===== src/rtl/rcm_pkg.sv =====
// Shared types and constants for the reliability-aware core mapper.
package rcm_pkg;

  localparam int CORE_ROWS    = 4;
  localparam int CORE_COLUMNS = 4;
  localparam int MAX_CORES    = 16;
  localparam int NUM_CORES    = (CORE_ROWS * CORE_COLUMNS > MAX_CORES) ?
                                MAX_CORES : CORE_ROWS * CORE_COLUMNS;

  localparam int CORE_W = 4;
  localparam int CNT_W  = 5;
  localparam int REL_W  = 16;
  localparam int MASK_W = 16;

  localparam logic [CNT_W-1:0]  NUM_CORES_C = CNT_W'(NUM_CORES);
  localparam logic [MASK_W-1:0] CORE_MASK   = MASK_W'((33'd1 << NUM_CORES) - 33'd1);

  localparam int QUEUE_DEPTH = 2;
  localparam int QUEUE_PTR_W = (QUEUE_DEPTH > 1) ? $clog2(QUEUE_DEPTH) : 1;
  localparam int QUEUE_CNT_W = $clog2(QUEUE_DEPTH + 1);

  typedef enum logic [1:0] {
    MODE_UPDATE = 2'd0,
    MODE_MAP    = 2'd1,
    MODE_SWEEP  = 2'd2,
    MODE_UNUSED = 2'd3
  } mode_e;

  typedef enum logic [2:0] {
    OP_UPDATE,
    OP_EMPTY,
    OP_FAIL,
    OP_MAP,
    OP_SWEEP
  } cmd_op_e;

  typedef enum logic [2:0] {
    KIND_ASSIGN  = 3'd0,
    KIND_FAIL    = 3'd1,
    KIND_EMPTY   = 3'd2,
    KIND_MIGRATE = 3'd3,
    KIND_DONE    = 3'd4
  } kind_e;

  typedef enum logic [2:0] {
    ST_IDLE,
    ST_SCAN,
    ST_CHECK,
    ST_CHECK_WAIT,
    ST_NEXT_SRC,
    ST_EMIT
  } back_state_e;

  typedef struct packed {
    cmd_op_e           op;
    logic [CORE_W-1:0] core_index;
    logic [REL_W-1:0]  reliability;
    logic [CNT_W-1:0]  core_count;
    logic [MASK_W-1:0] free_mask;
    logic [MASK_W-1:0] active_mask;
  } cmd_t;

  localparam int CFG_ADDR_W = 3;
  localparam logic CFG_IDX_THRESHOLD = 1'b0;

endpackage


===== src/rtl/reliability_aware_core_mapper_top.sv =====
// Top level: config register, front end, command queue and back end.
//
//  channel  | handshake                  | payload
//  ---------+----------------------------+---------------------------------------------
//  input    | in_valid_i / in_ready_o    | mode, core_index, reliability, core_count,
//           |                            | free_mask, active_mask
//  output   | out_valid_o / out_ready_i  | kind, from_core, to_core, last
//  config   | psel, penable, pwrite      | paddr, pwdata, prdata (pready tied high)
//
// An update is written to the table straight from idle. Each pick is one scan of the
// reliability table through its single read port, followed by an emit. A sweep
// checks every core in turn and runs one scan for each active core below the
// threshold, with one emit per migration and a final done emit.
// Reset clears the table valid bits, threshold and all control.
// The two-entry command queue and the output register let either side stall.
module reliability_aware_core_mapper_top import rcm_pkg::*; (
  input  logic                  clk_i,
  input  logic                  rst_ni,
  input  logic                  in_valid_i,
  output logic                  in_ready_o,
  input  logic [1:0]            mode_i,
  input  logic [CORE_W-1:0]     core_index_i,
  input  logic [REL_W-1:0]      reliability_i,
  input  logic [CNT_W-1:0]      core_count_i,
  input  logic [MASK_W-1:0]     free_mask_i,
  input  logic [MASK_W-1:0]     active_mask_i,
  output logic                  out_valid_o,
  input  logic                  out_ready_i,
  output logic [2:0]            kind_o,
  output logic [CORE_W-1:0]     from_core_o,
  output logic [CORE_W-1:0]     to_core_o,
  output logic                  last_o,
  input  logic                  psel,
  input  logic                  penable,
  input  logic                  pwrite,
  input  logic [CFG_ADDR_W-1:0] paddr,
  input  logic [31:0]           pwdata,
  output logic [31:0]           prdata,
  output logic                  pready
);

  logic [REL_W-1:0] threshold_q;
  logic             cfg_wr;
  logic             f_valid, f_ready, b_valid, b_ready;
  cmd_t             f_cmd, b_cmd;

  assign pready = 1'b1;
  assign cfg_wr = psel && penable && pwrite && pready &&
                  (paddr[CFG_ADDR_W-1] == CFG_IDX_THRESHOLD);
  assign prdata = (paddr[CFG_ADDR_W-1] == CFG_IDX_THRESHOLD) ?
                  {{(32-REL_W){1'b0}}, threshold_q} : '0;

  always_ff @(posedge clk_i or negedge rst_ni) begin
    if (!rst_ni) begin
      threshold_q <= '0;
    end else if (cfg_wr) begin
      threshold_q <= pwdata[REL_W-1:0];
    end
  end

  rcm_front u_front (
    .in_valid_i    (in_valid_i),
    .in_ready_o    (in_ready_o),
    .mode_i        (mode_i),
    .core_index_i  (core_index_i),
    .reliability_i (reliability_i),
    .core_count_i  (core_count_i),
    .free_mask_i   (free_mask_i),
    .active_mask_i (active_mask_i),
    .cmd_valid_o   (f_valid),
    .cmd_o         (f_cmd),
    .cmd_ready_i   (f_ready)
  );

  rcm_queue u_queue (
    .clk_i        (clk_i),
    .rst_ni       (rst_ni),
    .push_valid_i (f_valid),
    .push_ready_o (f_ready),
    .push_data_i  (f_cmd),
    .pop_valid_o  (b_valid),
    .pop_ready_i  (b_ready),
    .pop_data_o   (b_cmd)
  );

  rcm_back u_back (
    .clk_i       (clk_i),
    .rst_ni      (rst_ni),
    .cmd_valid_i (b_valid),
    .cmd_ready_o (b_ready),
    .cmd_i       (b_cmd),
    .threshold_i (threshold_q),
    .out_valid_o (out_valid_o),
    .out_ready_i (out_ready_i),
    .kind_o      (kind_o),
    .from_core_o (from_core_o),
    .to_core_o   (to_core_o),
    .last_o      (last_o)
  );

endmodule


===== src/rtl/rcm_front.sv =====
// Front end: accepts input transactions and classifies them into commands.
module rcm_front import rcm_pkg::*; (
  input  logic              in_valid_i,
  output logic              in_ready_o,
  input  logic [1:0]        mode_i,
  input  logic [CORE_W-1:0] core_index_i,
  input  logic [REL_W-1:0]  reliability_i,
  input  logic [CNT_W-1:0]  core_count_i,
  input  logic [MASK_W-1:0] free_mask_i,
  input  logic [MASK_W-1:0] active_mask_i,
  output logic              cmd_valid_o,
  output cmd_t              cmd_o,
  input  logic              cmd_ready_i
);

  logic [MASK_W-1:0] free_m;
  logic [CNT_W-1:0]  avail;
  mode_e             mode;

  assign mode   = mode_e'(mode_i);
  assign free_m = free_mask_i & CORE_MASK;

  always_comb begin
    avail = '0;
    for (int c = 0; c < MASK_W; c++) begin
      avail = avail + CNT_W'(free_m[c]);
    end
  end

  always_comb begin
    cmd_o.core_index  = core_index_i;
    cmd_o.reliability = reliability_i;
    cmd_o.core_count  = core_count_i;
    cmd_o.free_mask   = free_m;
    cmd_o.active_mask = active_mask_i & CORE_MASK;
    case (mode)
      MODE_UPDATE: cmd_o.op = OP_UPDATE;
      MODE_MAP: begin
        if (core_count_i == '0) begin
          cmd_o.op = OP_EMPTY;
        end else if (core_count_i > avail) begin
          cmd_o.op = OP_FAIL;
        end else begin
          cmd_o.op = OP_MAP;
        end
      end
      MODE_SWEEP: cmd_o.op = OP_SWEEP;
      default: cmd_o.op = OP_UPDATE;
    endcase
  end

  // mode 3 is taken and dropped
  assign in_ready_o  = cmd_ready_i;
  assign cmd_valid_o = in_valid_i && (mode != MODE_UNUSED);

endmodule


===== src/rtl/rcm_queue.sv =====
// Short command queue between the front end and the back end.
module rcm_queue import rcm_pkg::*; (
  input  logic clk_i,
  input  logic rst_ni,
  input  logic push_valid_i,
  output logic push_ready_o,
  input  cmd_t push_data_i,
  output logic pop_valid_o,
  input  logic pop_ready_i,
  output cmd_t pop_data_o
);

  cmd_t                   mem_q [QUEUE_DEPTH];
  logic [QUEUE_PTR_W-1:0] wr_ptr_q, wr_ptr_d;
  logic [QUEUE_PTR_W-1:0] rd_ptr_q, rd_ptr_d;
  logic [QUEUE_CNT_W-1:0] cnt_q, cnt_d;
  logic                   push, pop;

  assign push_ready_o = (cnt_q != QUEUE_CNT_W'(QUEUE_DEPTH));
  assign pop_valid_o  = (cnt_q != '0);
  assign pop_data_o   = mem_q[rd_ptr_q];
  assign push = push_valid_i && push_ready_o;
  assign pop  = pop_valid_o && pop_ready_i;

  always_comb begin
    wr_ptr_d = wr_ptr_q;
    rd_ptr_d = rd_ptr_q;
    cnt_d    = cnt_q;
    if (push) begin
      wr_ptr_d = (wr_ptr_q == QUEUE_PTR_W'(QUEUE_DEPTH - 1)) ? '0 : wr_ptr_q + 1'b1;
    end
    if (pop) begin
      rd_ptr_d = (rd_ptr_q == QUEUE_PTR_W'(QUEUE_DEPTH - 1)) ? '0 : rd_ptr_q + 1'b1;
    end
    if (push && !pop) begin
      cnt_d = cnt_q + 1'b1;
    end else if (pop && !push) begin
      cnt_d = cnt_q - 1'b1;
    end
  end

  always_ff @(posedge clk_i or negedge rst_ni) begin
    if (!rst_ni) begin
      wr_ptr_q <= '0;
      rd_ptr_q <= '0;
      cnt_q    <= '0;
    end else begin
      wr_ptr_q <= wr_ptr_d;
      rd_ptr_q <= rd_ptr_d;
      cnt_q    <= cnt_d;
    end
  end

  always_ff @(posedge clk_i) begin
    if (push) begin
      mem_q[wr_ptr_q] <= push_data_i;
    end
  end

endmodule


===== src/rtl/rcm_back.sv =====
// Back end: reliability table, argmax scan sequencer and result register.
module rcm_back import rcm_pkg::*; (
  input  logic              clk_i,
  input  logic              rst_ni,
  input  logic              cmd_valid_i,
  output logic              cmd_ready_o,
  input  cmd_t              cmd_i,
  input  logic [REL_W-1:0]  threshold_i,
  output logic              out_valid_o,
  input  logic              out_ready_i,
  output logic [2:0]        kind_o,
  output logic [CORE_W-1:0] from_core_o,
  output logic [CORE_W-1:0] to_core_o,
  output logic              last_o
);

  // reliability table; entries never written read as zero
  logic [REL_W-1:0]  rel_mem [MAX_CORES];
  logic [MAX_CORES-1:0] rel_vld_q, rel_vld_d;
  logic              rel_we;
  logic [CORE_W-1:0] rd_addr;
  logic [REL_W-1:0]  rd_data_q;

  back_state_e       state_q, state_d;
  cmd_t              cur_q, cur_d;
  logic [MASK_W-1:0] mask_q, mask_d;
  logic [CNT_W-1:0]  cnt_q, cnt_d;
  logic [CNT_W-1:0]  src_q, src_d;
  logic [CNT_W-1:0]  scan_q, scan_d;
  logic              pend_vld_q, pend_vld_d;
  logic [CORE_W-1:0] pend_idx_q, pend_idx_d;
  logic              best_vld_q, best_vld_d;
  logic [CORE_W-1:0] best_idx_q, best_idx_d;
  logic [REL_W-1:0]  best_val_q, best_val_d;

  kind_e             res_kind_q, res_kind_d;
  logic [CORE_W-1:0] res_from_q, res_from_d;
  logic [CORE_W-1:0] res_to_q, res_to_d;
  logic              res_last_q, res_last_d;

  logic              out_vld_q, out_vld_d;
  kind_e             out_kind_q;
  logic [CORE_W-1:0] out_from_q, out_to_q;
  logic              out_last_q;
  logic              can_load, load_out, scan_done;

  assign cmd_ready_o = (state_q == ST_IDLE);
  assign can_load    = !out_vld_q || out_ready_i;
  assign scan_done   = (scan_q == NUM_CORES_C) && !pend_vld_q;
  assign rd_addr     = (state_q == ST_CHECK) ? src_q[CORE_W-1:0] : scan_q[CORE_W-1:0];

  always_comb begin
    state_d    = state_q;
    cur_d      = cur_q;
    mask_d     = mask_q;
    cnt_d      = cnt_q;
    src_d      = src_q;
    scan_d     = scan_q;
    best_vld_d = best_vld_q;
    best_idx_d = best_idx_q;
    best_val_d = best_val_q;
    res_kind_d = res_kind_q;
    res_from_d = res_from_q;
    res_to_d   = res_to_q;
    res_last_d = res_last_q;
    rel_we     = 1'b0;
    load_out   = 1'b0;
    pend_vld_d = (state_q == ST_SCAN) && (scan_q != NUM_CORES_C);
    pend_idx_d = scan_q[CORE_W-1:0];

    case (state_q)
      ST_IDLE: begin
        if (cmd_valid_i) begin
          cur_d      = cmd_i;
          mask_d     = cmd_i.free_mask;
          cnt_d      = cmd_i.core_count;
          src_d      = '0;
          res_from_d = '0;
          res_to_d   = '0;
          res_last_d = 1'b1;
          case (cmd_i.op)
            OP_UPDATE: rel_we = 1'b1;
            OP_EMPTY: begin
              res_kind_d = KIND_EMPTY;
              state_d    = ST_EMIT;
            end
            OP_FAIL: begin
              res_kind_d = KIND_FAIL;
              state_d    = ST_EMIT;
            end
            OP_MAP:   state_d = ST_SCAN;
            OP_SWEEP: state_d = ST_NEXT_SRC;
            default:  state_d = ST_IDLE;
          endcase
        end
      end

      ST_NEXT_SRC: begin
        if (src_q == NUM_CORES_C) begin
          res_kind_d = KIND_DONE;
          res_from_d = '0;
          res_to_d   = '0;
          res_last_d = 1'b1;
          state_d    = ST_EMIT;
        end else begin
          state_d = ST_CHECK;
        end
      end

      ST_CHECK: state_d = ST_CHECK_WAIT;

      ST_CHECK_WAIT: begin
        if (cur_q.active_mask[src_q[CORE_W-1:0]] && (rd_data_q < threshold_i)) begin
          state_d = ST_SCAN;
        end else begin
          src_d   = src_q + 1'b1;
          state_d = ST_NEXT_SRC;
        end
      end

      ST_SCAN: begin
        if (scan_q != NUM_CORES_C) begin
          scan_d = scan_q + 1'b1;
        end
        // one compare per cycle, read data arrives in the cycle after its address
        if (pend_vld_q && mask_q[pend_idx_q] &&
            (!best_vld_q || (rd_data_q > best_val_q))) begin
          best_vld_d = 1'b1;
          best_idx_d = pend_idx_q;
          best_val_d = rd_data_q;
        end
        if (scan_done) begin
          if (cur_q.op == OP_MAP) begin
            res_kind_d         = KIND_ASSIGN;
            res_from_d         = '0;
            res_to_d           = best_idx_q;
            res_last_d         = (cnt_q == CNT_W'(1));
            mask_d[best_idx_q] = 1'b0;
            cnt_d              = cnt_q - 1'b1;
            state_d            = ST_EMIT;
          end else if (best_vld_q) begin
            res_kind_d         = KIND_MIGRATE;
            res_from_d         = src_q[CORE_W-1:0];
            res_to_d           = best_idx_q;
            res_last_d         = 1'b0;
            mask_d[best_idx_q] = 1'b0;
            src_d              = src_q + 1'b1;
            state_d            = ST_EMIT;
          end else begin
            src_d   = src_q + 1'b1;
            state_d = ST_NEXT_SRC;
          end
        end
      end

      ST_EMIT: begin
        if (can_load) begin
          load_out = 1'b1;
          if (res_last_q) begin
            state_d = ST_IDLE;
          end else if (cur_q.op == OP_MAP) begin
            state_d = ST_SCAN;
          end else begin
            state_d = ST_NEXT_SRC;
          end
        end
      end

      default: state_d = ST_IDLE;
    endcase

    // fresh scan on entry
    if ((state_q != ST_SCAN) && (state_d == ST_SCAN)) begin
      scan_d     = '0;
      best_vld_d = 1'b0;
    end

    if (load_out) begin
      out_vld_d = 1'b1;
    end else if (out_ready_i) begin
      out_vld_d = 1'b0;
    end else begin
      out_vld_d = out_vld_q;
    end
  end

  always_comb begin
    rel_vld_d = rel_vld_q;
    if (rel_we) begin
      rel_vld_d[cmd_i.core_index] = 1'b1;
    end
  end

  always_ff @(posedge clk_i or negedge rst_ni) begin
    if (!rst_ni) begin
      state_q    <= ST_IDLE;
      rel_vld_q  <= '0;
      pend_vld_q <= 1'b0;
      best_vld_q <= 1'b0;
      out_vld_q  <= 1'b0;
      scan_q     <= '0;
      src_q      <= '0;
      cnt_q      <= '0;
    end else begin
      state_q    <= state_d;
      rel_vld_q  <= rel_vld_d;
      pend_vld_q <= pend_vld_d;
      best_vld_q <= best_vld_d;
      out_vld_q  <= out_vld_d;
      scan_q     <= scan_d;
      src_q      <= src_d;
      cnt_q      <= cnt_d;
    end
  end

  always_ff @(posedge clk_i) begin
    cur_q      <= cur_d;
    mask_q     <= mask_d;
    pend_idx_q <= pend_idx_d;
    best_idx_q <= best_idx_d;
    best_val_q <= best_val_d;
    res_kind_q <= res_kind_d;
    res_from_q <= res_from_d;
    res_to_q   <= res_to_d;
    res_last_q <= res_last_d;
    if (load_out) begin
      out_kind_q <= res_kind_q;
      out_from_q <= res_from_q;
      out_to_q   <= res_to_q;
      out_last_q <= res_last_q;
    end
  end

  // table memory: one write port, one registered read port
  always_ff @(posedge clk_i) begin
    if (rel_we) begin
      rel_mem[cmd_i.core_index] <= cmd_i.reliability;
    end
    rd_data_q <= rel_vld_q[rd_addr] ? rel_mem[rd_addr] : '0;
  end

  assign out_valid_o = out_vld_q;
  assign kind_o      = out_kind_q;
  assign from_core_o = out_from_q;
  assign to_core_o   = out_to_q;
  assign last_o      = out_last_q;

  // a map request was pre-checked, so every pick must find a core
  a_map_pick_found: assert property (@(posedge clk_i) disable iff (!rst_ni)
    (state_q == ST_SCAN && scan_done && cur_q.op == OP_MAP) |-> best_vld_q)
    else $error("map scan ended without a free core");

  a_best_in_mask: assert property (@(posedge clk_i) disable iff (!rst_ni)
    (state_q == ST_SCAN && best_vld_q) |-> mask_q[best_idx_q])
    else $error("scan winner is not in the working mask");

  a_from_zero: assert property (@(posedge clk_i) disable iff (!rst_ni)
    (out_vld_q && out_kind_q != KIND_MIGRATE) |-> (out_from_q == '0))
    else $error("from_core set on a non-migration result");

  a_no_pop_while_busy: assert property (@(posedge clk_i) disable iff (!rst_ni)
    (state_q != ST_IDLE) |=> (state_q != ST_IDLE || $past(load_out) ||
                              $past(state_q) == ST_SCAN || $past(state_q) == ST_CHECK_WAIT))
    else $error("sequencer returned to idle without finishing a command");

endmodule

===== config.mk =====
export PLATFORM = sky130hd
export DESIGN_NAME = reliability_aware_core_mapper_top
export DESIGN_NICKNAME = d
export VERILOG_FILES = /design/src/rtl/rcm_pkg.sv /design/src/rtl/reliability_aware_core_mapper_top.sv /design/src/rtl/rcm_front.sv /design/src/rtl/rcm_queue.sv /design/src/rtl/rcm_back.sv
export SDC_FILE = /design/constraint.sdc
export NUM_CORES = 1
export LEC_CHECK = 0
export BUFFER_PORTS_ARGS = -buffer_cell sky130_fd_sc_hd__clkbuf_2
export CORE_MARGIN = 5
export CORE_UTILIZATION = 50
export CTS_CLUSTER_DIAMETER = 150
export DETAILED_ROUTE_END_ITERATION = 8
export MAX_ROUTING_LAYER = met4
export PLACE_DENSITY = 0.73
export SYNTH_ARGS = -nofsm -noshare
export SYNTH_HDL_FRONTEND = slang
export SYNTH_SLANG_ARGS = --single-unit
export TNS_END_PERCENT = 5

===== constraint.sdc =====
create_clock -name clk_i -period 6.48 [get_ports clk_i]
set_clock_uncertainty 0.1 [all_clocks]
set_input_delay 0.972 -clock clk_i [delete_from_list [all_inputs] [get_ports clk_i]]
set_output_delay 0.972 -clock clk_i [all_outputs]
set_load 0.02 [all_outputs]

Word-level counts from Yosys, hierarchy flattened
Memory sizes are Yosys's and may differ from the RTL's. A register that Yosys moved wholly into a read port is not among the register bits.
Cells that the tools add are included.
{"block": "word_totals", "register_bits": 140, "mem_bits_rw": 376, "out_inout_bits": 47, "in_bits": 101, "memories": 2}
{"memory": "u_back.rel_mem", "depth": 16, "word_bits": 16, "read_ports": 1, "rd_ports_with_merged_regs": 1, "wr": 1, "line_no": "rcm_back.sv:18", "rtl": "logic [REL_W-1:0] rel_mem [MAX_CORES];"}
{"memory": "u_queue.mem_q", "depth": 2, "word_bits": 60, "read_ports": 1, "rd_ports_with_merged_regs": 0, "wr": 1, "line_no": "rcm_queue.sv:13", "rtl": "cmd_t mem_q [QUEUE_DEPTH];"}
{"block": "classes", "n_bitwise": 4, "addsub": 22, "order_cmp": 10, "mux": 84, "n_eq_ne": 28, "n_reduce_logical": 46}
{"cell": "2-to-1 mux 16 bit", "n": 5}
{"cell": "adder 5 x 1 -> 5 bit", "n": 14}
{"cell": "2-to-1 mux 5 bit", "n": 10}
{"cell": "2-to-1 mux 3 bit", "n": 14}
{"cell": "2-to-1 mux 4 bit", "n": 9}
{"cell": "one-hot mux 16 bit (2 select lines)", "n": 1}
{"cell": "2-to-1 mux 1 bit", "n": 28}
{"cell": "less-than comparator 4 x 5 -> 1 bit (second input constant)", "n": 5}
{"cell": "one-hot mux 4 bit (3 select lines)", "n": 2}
{"cell": "one-hot mux 3 bit (6 select lines)", "n": 1}
{"cell": "AND 16 bit", "n": 1}
{"cell": "greater-than comparator 16 bit", "n": 1}
{"cell": "logical AND 1 bit", "n": 16}
{"cell": "less-than comparator 16 bit", "n": 1}
{"cell": "NOT 16 bit", "n": 1}
{"cell": "bitwise OR 16 bit", "n": 1}
{"cell": "equality test 3 x 2 -> 1 bit (second input constant)", "n": 5}
{"cell": "one-hot mux 5 bit (3 select lines)", "n": 1}
{"cell": "nonzero test 2 bit", "n": 7}
{"cell": "binary-select mux 1 bit (select 4 bit)", "n": 3}
{"cell": "one-hot mux 3 bit (2 select lines)", "n": 2}
{"cell": "one-hot mux 3 bit (4 select lines)", "n": 1}
{"cell": "adder 5 x 1 -> 5 bit (second input constant)", "n": 2}
{"cell": "equality test 5 bit (second input constant)", "n": 2}
{"cell": "34 further kinds", "n": 61}

Depth between registers and ports, before layout
Gate-level depths: netlist of run 1.
{"block": "depth", "ltp_word": 19, "depth_mapped": 18, "mapped_depth_nobuf": 18}

Modules after synthesis
A second synthesis of run 1 with hierarchy kept.
{"block": "hier_totals", "hier_cells": 1496, "hier_area_um2": 23216.0}
{"mod": "rcm_back", "cells_per_inst": 1082, "area_per_inst_um2": 16378.2, "seq_area_each_um2": 11385.9, "instances": 1}
{"mod": "rcm_queue", "cells_per_inst": 205, "area_per_inst_um2": 4825.9, "seq_area_each_um2": 3703.6, "instances": 1}
{"mod": "rcm_front", "cells_per_inst": 139, "area_per_inst_um2": 1112.3, "seq_area_each_um2": 0.0, "instances": 1}
{"mod": "reliability_aware_core_mapper_top", "cells_per_inst": 70, "area_per_inst_um2": 899.6, "seq_area_each_um2": 400.4, "instances": 1}

Least setup slack after synthesis of run 1
OpenSTA, ideal clock, no wires.
{"block": "synth_path", "path_kind": "input to register", "start": "in free_mask_i[0]", "end": "mem u_queue.mem_q[0][57] (netlist bit), data pin", "setup_ns": 0.137, "n_path_buf": 0, "t_arrival_ns": 5.132, "cell_stages": 15, "path_slack_ns": 1.111, "path_cell_list": "ha_1 -> inv_1 -> fa_1 -> fa_1 -> fa_1 -> fa_1 -> fa_1 -> fa_1 -> ha_1 -> nor2b_1 -> o21a_1 -> o21a_1 -> o21a_1 -> o21ai_0 -> and3b_1"}
{"element": "start, declared", "line_no": "reliability_aware_core_mapper_top.sv:25", "rtl": "input logic [MASK_W-1:0] free_mask_i,"}
{"element": "end, declared", "line_no": "rcm_queue.sv:13"}

==> impl_metrics.py, run 1 <==
metrics = {
    "status": {
        "status": "completed",
    },
    "worst_setup_path": {
        "cp_common_cell": "fa_1",
        "crit_fanout": 3,
        "crit_chain": "clkbuf_2 > ha_1 > inv_1 > fa_1 > fa_1 > fa_1 > fa_1 > fa_1 > fa_1 > ha_1 > nor2b_1 > o21a_1 > o21a_1 > o21a_1 > o21ai_0 > and3b_1",
        "critPathCaptureType": "flop",
        "cp.buffers_inverters": 2,
        "cp_slowest_cell": "fa_1",
        "slowest_delay_ns": 0.54,
        "critPathKind": "input port to flop",
        "startpoint_type": "input port",
        "crit_required_ns": 6.84,
        "cp.arrival_ns": 5.60,
        "critical-path-top-delay-family": "adder cells",
    },
    "placement": {
        "dp_hpwl_um": 29990,
        "numPortBuffers": 112,
        "placed_cell_area_um2": 23460,
        "gp_congestion": 0.8218,
        "dp_cells": 2241,
    },
    "clock_tree": {
        "cts.clk_slew.worst_paths_ns": 0.06,
        "cts_setup_buffers": 0,
        "cts.repair.resized": 0,
        "clock-sinks": 532,
        "cts-root-buf": "clkbuf_16",
        "clk_latency_ns": 0.60,
        "cts_max_path_buffers": 3,
        "cts_tree": "done",
        "cts_buffers": 53,
        "cts_max_level": 2,
        "cts_hold_buffers": 0,
    },
    "sta": {
        "fin_crit_ns": 5.247,
        "worst_pin_slew_ns": 1.150,
        "drv_slew": 0,
        "holdWs_ns": 0.3187,
        "timing.final.hold_violations": 0,
        "period_share": 0.8097,
        "timing.slew.headroom": 0.2303,
        "rsz0062_at_grt": "false",
        "setup-tns-final_ns": 0,
        "setup_viol": 0,
        "fmax_mhz": 190.6,
    },
    "power": {
        "p_leak_nw": 9.446,
        "peakVddDrop_mv": 0.2812,
        "power_density_nw_per_um2": 442.9,
        "power.total_mw": 11.16,
    },
    "routing": {
        "drc": 0,
        "initialDrtViolationCount": 1230,
        "via_count": 13310,
        "routed_wl_um": 48940,
        "wl_per_cell_um": 20.87,
        "vias_per_cell": 5.677,
        "drt-pass1-iter-count": 5,
        "ant_nets": 0,
    },
    "synth": {
        "synth_edf_count": 455,
        "synth_most_common_cell": "edfxtp_1",
        "ys_top_cells_by_area": "edfxtp_1 (61%), dfrtp_1 (6.4%), nand2_1 (4.0%)",
        "synth.avg_cell_area_um2": 14.07,
        "synthTopCellsByCount": "edfxtp_1 (455), nand2_1 (234), nand3_1 (91)",
        "async_flop_share": 0.1071,
        "synth_top_area_share": 0.6149,
        "ys_types": 69,
        "synth_top_area_cell": "edfxtp_1",
        "yosysSeqAreaShare": 0.6971,
        "synth_seq_cells": 532,
        "synth_flop_cell": "edfxtp_1",
        "yosysWarnings": 0,
        "netlist_area_um2": 22220,
        "syn_inst": 1579,
    },
    "floorplan": {
        "die_w_um": 220.8,
        "die_h_um": 220.8,
        "start_util": 0.5036,
        "core_um2": 44120,
        "rows": 77,
        "io_pins": 148,
        "die_area_um2": 48760,
    },
    "grt": {
        "grt_antenna_before_repair": 4,
        "grt_overflow": 0,
        "grtUsageTotal": 0.2027,
        "grt_max_degree": 81,
        "grt_pass1_wl_um": 76080,
        "grt_pass1_vias": 13490,
    },
    "flow_run": {
        "max_cap_violations": 0,
    },
    "finish": {
        "area_growth_pct": 13.36,
        "fillCellCount": 3493,
        "instances_no_fill": 2345,
        "drive_gt1_frac": 0.1830,
        "finish.instance_area_um2": 25190,
        "register_area_um2": 15490,
        "final_nets": 1866,
        "multi_input_area_um2": 6153,
    },
    "min_path": {
        "hp-class": "flop to flop",
    },
}
## per-stage QoR
| stage | worst slack, ns | util |
|---|---|---|
| floorplan | 1.111 | - |
| global placement | 0.6845 | 0.5316 |
| detailed placement | 0.6213 | 0.5316 |
| CTS | 1.247 | 0.5707 |
| global route | 1.042 | 0.5709 |
| finish | 1.233 | 0.5709 |
## area by class of cell
cell class / instances / area share
Sequential cell: 532 / 0.6151
Timing Repair Buffer: 140 / 0.03060
Clock buffer: 73 / 0.05642
Antenna cell: 4 / 0.0003974
Multi-Input combinational cell: 898 / 0.2443
Clock inverter: 27 / 0.01207
Inverter: 79 / 0.01177
Tap cell: 592 / 0.02940
## cells in the final DEF (no fill, tap or decap), types with 22 or more instances in the layout
master / n
a32oi_1: 33
mux2_2: 50
ha_1: 51
dfrtp_1: 56
clkbuf_16: 53
nand2_1: 234
buf_4: 28
clkbuf_2: 112
a21oi_1: 50
inv_1: 79
o21ai_0: 22
mux2i_1: 69
nor2_1: 59
edfxtp_1: 455
nand3_1: 91
## where the power goes
part / switching, mW / leakage (nW) / internal [mW] / total (mW)
clock: 1.26 / 0.839 / 1.78 / 3.04
combinational: 1.98 / 3.57 / 1.14 / 3.12
sequential: 0.431 / 5.04 / 4.56 / 4.99
## registers in the layout, summed over array words and instances (netlist names), 3 cells and up
register and flops:
u_back.res_kind_q 3, u_back.cnt_q 5, u_back.from_core_o 4, u_back.state_q 3
u_back.kind_o 3, u_back.res_to_q 4, u_back.src_q 5, u_back.to_core_o 4
u_back.scan_q 5, u_back.rel_vld_q 16, u_queue.mem_q 120, u_back.pend_idx_q 4
u_back.best_idx_q 4, u_back.rd_data_q 16, threshold_q 16, u_back.best_val_q 16
u_back.cur_q 19, u_back.rel_mem 256, u_back.res_from_q 4, u_back.mask_q 16
## worst paths after layout
path / from / endpoint / slack (ns) / cells after the start
setup / recovery: free_mask_i[1] / u_queue.mem_q[1][57] / 1.23 / 16
hold / removal: u_back.res_kind_q[1] / u_back.kind_o[1] / 0.32 / 0
setup reg to reg: u_queue.rd_ptr_q / u_back.rel_mem[10][3] / 2.21 / 6
hold reg to reg: u_back.res_kind_q[1] / u_back.kind_o[1] / 0.32 / 0
max in group asynchronous: rst_ni / u_queue.rd_ptr_q / 5.22 / 2
min in group asynchronous: rst_ni / threshold_q[7] / 0.42 / 2
## worst reg2reg max path, cell delays in order, from the launching register on
cell and delay, ns:
dfrtp_4 1.12, mux2i_1 0.54, inv_1 0.17, nor3_1 0.52, nand2_1 0.21, nor2_1 0.92
buf_4 0.37
## metal layers
layer,up-vias,routed length (µm),global-route usage
li1,6044,-,-
met1,6681,20430,0.2676
met2,501,24110,0.3274
met3,87,3329,0.03591
met4,0,1074,0.05962
met5,-,0,-
## logic make-up (layout without fill, tap and decap cells)
| family | count (synthesis) | count (layout) | synth area share |
|---|---|---|---|
| XOR/XNOR | 13 | 13 | 0.005124 |
| multiplexers | 129 | 129 | 0.06599 |
| flip-flops | 532 | 532 | 0.6971 |
| AND/OR/NAND/NOR | 483 | 483 | 0.09910 |
| AO/OA/AOI/OAI | 195 | 195 | 0.06256 |
| buffers and inverters | 164 | 319 | 0.03209 |
| other | 2 | 21 | 0.0003380 |
| adder cells (fa/ha/maj) | 61 | 61 | 0.03773 |
Note: power is estimated with default switching activity, not from simulation.
==> run 2, diff against run 1 <==
ABC_AREA = 1   (was not set)
PLACE_DENSITY = 0.75   (was 0.73)
clock period = 4.4 ns   (was 6.48 ns; I/O delays follow)
==> impl_metrics.py, run 2 <==
metrics = {
    "status": {
        "status": "finished, violations left",
        "violations": "setup timing",
    },
    "worst_setup_path": {
        "r2r-start": "u_back.src_q[0]",
        "crit_required_ns": 4.60,
        "critPathKind": "input port to flop",
        "r2r-end": "u_back.res_kind_q[2]",
        "r2r_cells": 7,
        "critPathCaptureType": "flop",
        "rrSetupSlack_ns": 1.06,
        "crit_fanout": 3,
        "cp.arrival_ns": 4.83,
        "startpoint_type": "input port",
    },
    "power": {
        "peakVddDrop_mv": 0.5088,
        "combPwrFrac": 0.302,
        "p_sw_mw": 5.335,
        "p_sw_frac": 0.3401,
        "seq_power_share": 0.427,
        "pwr-share-clk": 0.271,
        "p_leak_nw": 10.57,
        "power_density_nw_per_um2": 606.4,
        "p_int_mw": 10.35,
    },
    "grt": {
        "grt_max_degree": 63,
        "grtUsageTotal": 0.2008,
        "grt_overflow": 0,
        "grt_pass1_vias": 14620,
        "grt_antenna_before_repair": 0,
        "grt_pass1_wl_um": 77800,
    },
    "clock_tree": {
        "cts.clk_slew.worst_paths_ns": 0.06,
        "cts_max_path_buffers": 3,
        "cts_max_level": 2,
        "cts_hold_buffers": 0,
        "cts_tree": "done",
        "clock-sinks": 532,
        "cts-root-buf": "clkbuf_16",
        "cts_setup_buffers": 0,
        "clk_latency_ns": 0.57,
        "cts_buffers": 51,
    },
    "routing": {
        "drt-pass1-iter-count": 6,
        "via_count": 14720,
        "initialDrtViolationCount": 1241,
        "routed_wl_um": 49320,
        "drc": 0,
        "ant_nets": 0,
        "wl_per_cell_um": 17.94,
        "wl_met2_um": 24580,
        "m1WireLength_um": 20120,
        "wl_met3_um": 3031,
        "vias_per_cell": 5.355,
        "highest_layer": "met4",
    },
    "sta": {
        "fin_crit_ns": 4.633,
        "timing.slew.headroom": 0.1952,
        "worst_pin_slew_ns": 1.197,
        "fmax_mhz": 215.8,
        "rsz0062_at_grt": "true",
        "period_share": 1.053,
        "drv_slew": 0,
        "timing.final.hold_violations": 0,
        "setup_ws_ns": -0.2334,
        "setup_viol": 2,
    },
    "finish": {
        "insertedDiodeCount": 0,
        "top_register": "u_back.rel_mem",
        "largest_reg_flops": 256,
        "area_growth_pct": 13.19,
        "drive_gt1_frac": 0.1401,
        "fillCellCount": 3596,
        "reg.largest.list": "u_back.rel_mem (256), u_queue.mem_q (120), u_back.cur_q (19)",
        "final_common_cell": "edfxtp_1",
        "register_area_um2": 15490,
        "final_core_util": 0.5713,
        "multi_input_area_um2": 6050,
        "final_nets": 2271,
        "layout_common_cells": "edfxtp_1 (455), nand2_1 (394), inv_1 (248)",
    },
    "synth": {
        "synth_top_area_share": 0.5978,
        "async_flop_share": 0.1071,
        "yosysWarnings": 0,
        "synthTopCellsByCount": "edfxtp_1 (455), nand2_1 (395), inv_1 (249)",
        "netlist_area_um2": 22860,
        "synth_seq_cells": 532,
        "synth.avg_cell_area_um2": 11.58,
        "synth_most_common_cell": "edfxtp_1",
        "synth_top_area_cell": "edfxtp_1",
        "syn_inst": 1973,
        "synth_flop_cell": "edfxtp_1",
        "synth_edf_count": 455,
        "ys_top_cells_by_area": "edfxtp_1 (60%), nand2_1 (6.5%), dfrtp_1 (6.2%)",
        "yosysSeqAreaShare": 0.6777,
        "ys_types": 43,
    },
    "floorplan": {
        "rows": 78,
        "die_w_um": 223.8,
        "io_pins": 148,
        "start_util": 0.5047,
        "core_um2": 45280,
        "die_area_um2": 50090,
        "die_h_um": 223.8,
    },
    "placement": {
        "numPortBuffers": 112,
        "pre_cts_slack_ns": -0.8812,
        "dp_hpwl_um": 31050,
        "gp_congestion": 0.8993,
    },
    "flow_run": {
        "max_cap_violations": 0,
    },
    "min_path": {
        "hp-class": "input port to async pin",
    },
}
run 2: changes by cell type in the layout (fill, tap and decap cells not counted), sizes merged, moves of 13 or more:
cell / previous run / this run
inv: 82 / 255
nand2: 234 / 396
nor2: 64 / 162
o211ai: 1 / 91
o21ai: 22 / 104
mux2i: 70 / 1
nand3: 91 / 141
a32oi: 33 / 0
a31oi: 22 / 2
buf: 28 / 47
a211oi: 20 / 2
mux2: 50 / 35
clkbuf: 185 / 172
run 2: timing repair:
action,in CTS,in global routing
gates resized for setup,3,0
endpoints found under the setup margin,2,2
gates cloned,0,0
run 2: cell families (layout without fill, tap and decap cells):
| family | count (synthesis) | after routing | share of synthesized area |
|---|---|---|---|
| buf+inv | 348 | 509 | 0.06219 |
| compound gates | 248 | 248 | 0.06695 |
| flops | 532 | 532 | 0.6777 |
| other cells | 2 | 17 | 0.0003286 |
| fa+ha+maj | 61 | 61 | 0.03668 |
| simple gates | 731 | 731 | 0.1327 |
| mux | 36 | 36 | 0.01768 |
| xor+xnor | 15 | 15 | 0.005748 |
run 2: final cells by class:
type	instances	share of cell area
Sequential cell	532	0.5988
Multi-Input combinational cell	1108	0.2338
Clock buffer	60	0.05228
Timing Repair Buffer	159	0.03801
Inverter	257	0.03729
Tap cell	600	0.02902
Clock inverter	33	0.01078
run 2: how the worst max path moves through the flow:
stage / endpoint / startpoint / depth (start not counted) / slack [ns]
after floorplan: u_queue.mem_q[0][57] / free_mask_i[0] / 16 / -0.44
after global placement: u_queue.mem_q[0][57] / free_mask_i[0] / 17 / -0.71
after detailed placement: u_queue.mem_q[1][57] / free_mask_i[0] / 17 / -0.88
after CTS: u_queue.mem_q[1][57] / free_mask_i[0] / 17 / -0.23
after global routing: u_queue.mem_q[0][57] / free_mask_i[1] / 17 / -0.40
final: u_queue.mem_q[0][57] / free_mask_i[0] / 17 / -0.23
run 2: layer usage:
layer,GRT usage,up-vias
li1,-,6977
met1,0.2555,7122
met2,0.3372,514
met3,0.02647,107
met4,0.06660,0
met5,-,-
run 2: power groups by stage:
stage	clock network, mW	logic, mW	registers, mW
2_1_floorplan	0	3.42	6.66
3_3_place_gp	0	4.54	6.78
3_5_place_dp	0	4.71	6.81
4_1_cts	4.32	4.76	6.70
5_1_grt	4.54	5.33	6.75
6_report	4.25	4.74	6.70
run 2: per-stage QoR:
stage / setup TNS, ns / hold WS (ns) / instances / power [mW] / cell area, µm²
floorplan: -0.8835 / 0.2644 / 1988 / 10.07 / 22920
global placement: -1.419 / 0.3035 / 2655 / 11.32 / 24220
detailed placement: -1.762 / 0.3137 / 2655 / 11.52 / 24220
CTS: -0.4666 / 0.1612 / 2748 / 15.78 / 25860
global route: -0.7978 / 0.1597 / 2749 / 16.62 / 25870
finish: -0.4668 / 0.1763 / 2749 / 15.69 / 25870
run 2: critical path, cell delays in order:
cell and delay [ns]:
clkbuf_2 0.10, ha_1 0.30, inv_2 0.04, fa_1 0.51, fa_1 0.45, fa_1 0.54
fa_1 0.43, fa_2 0.37, fa_2 0.36, nor2_1 0.13, o21ai_1 0.09, ha_1 0.32
nand2_2 0.07, nor3_1 0.16, nor2_1 0.07, a211oi_1 0.16, nor3_1 0.08
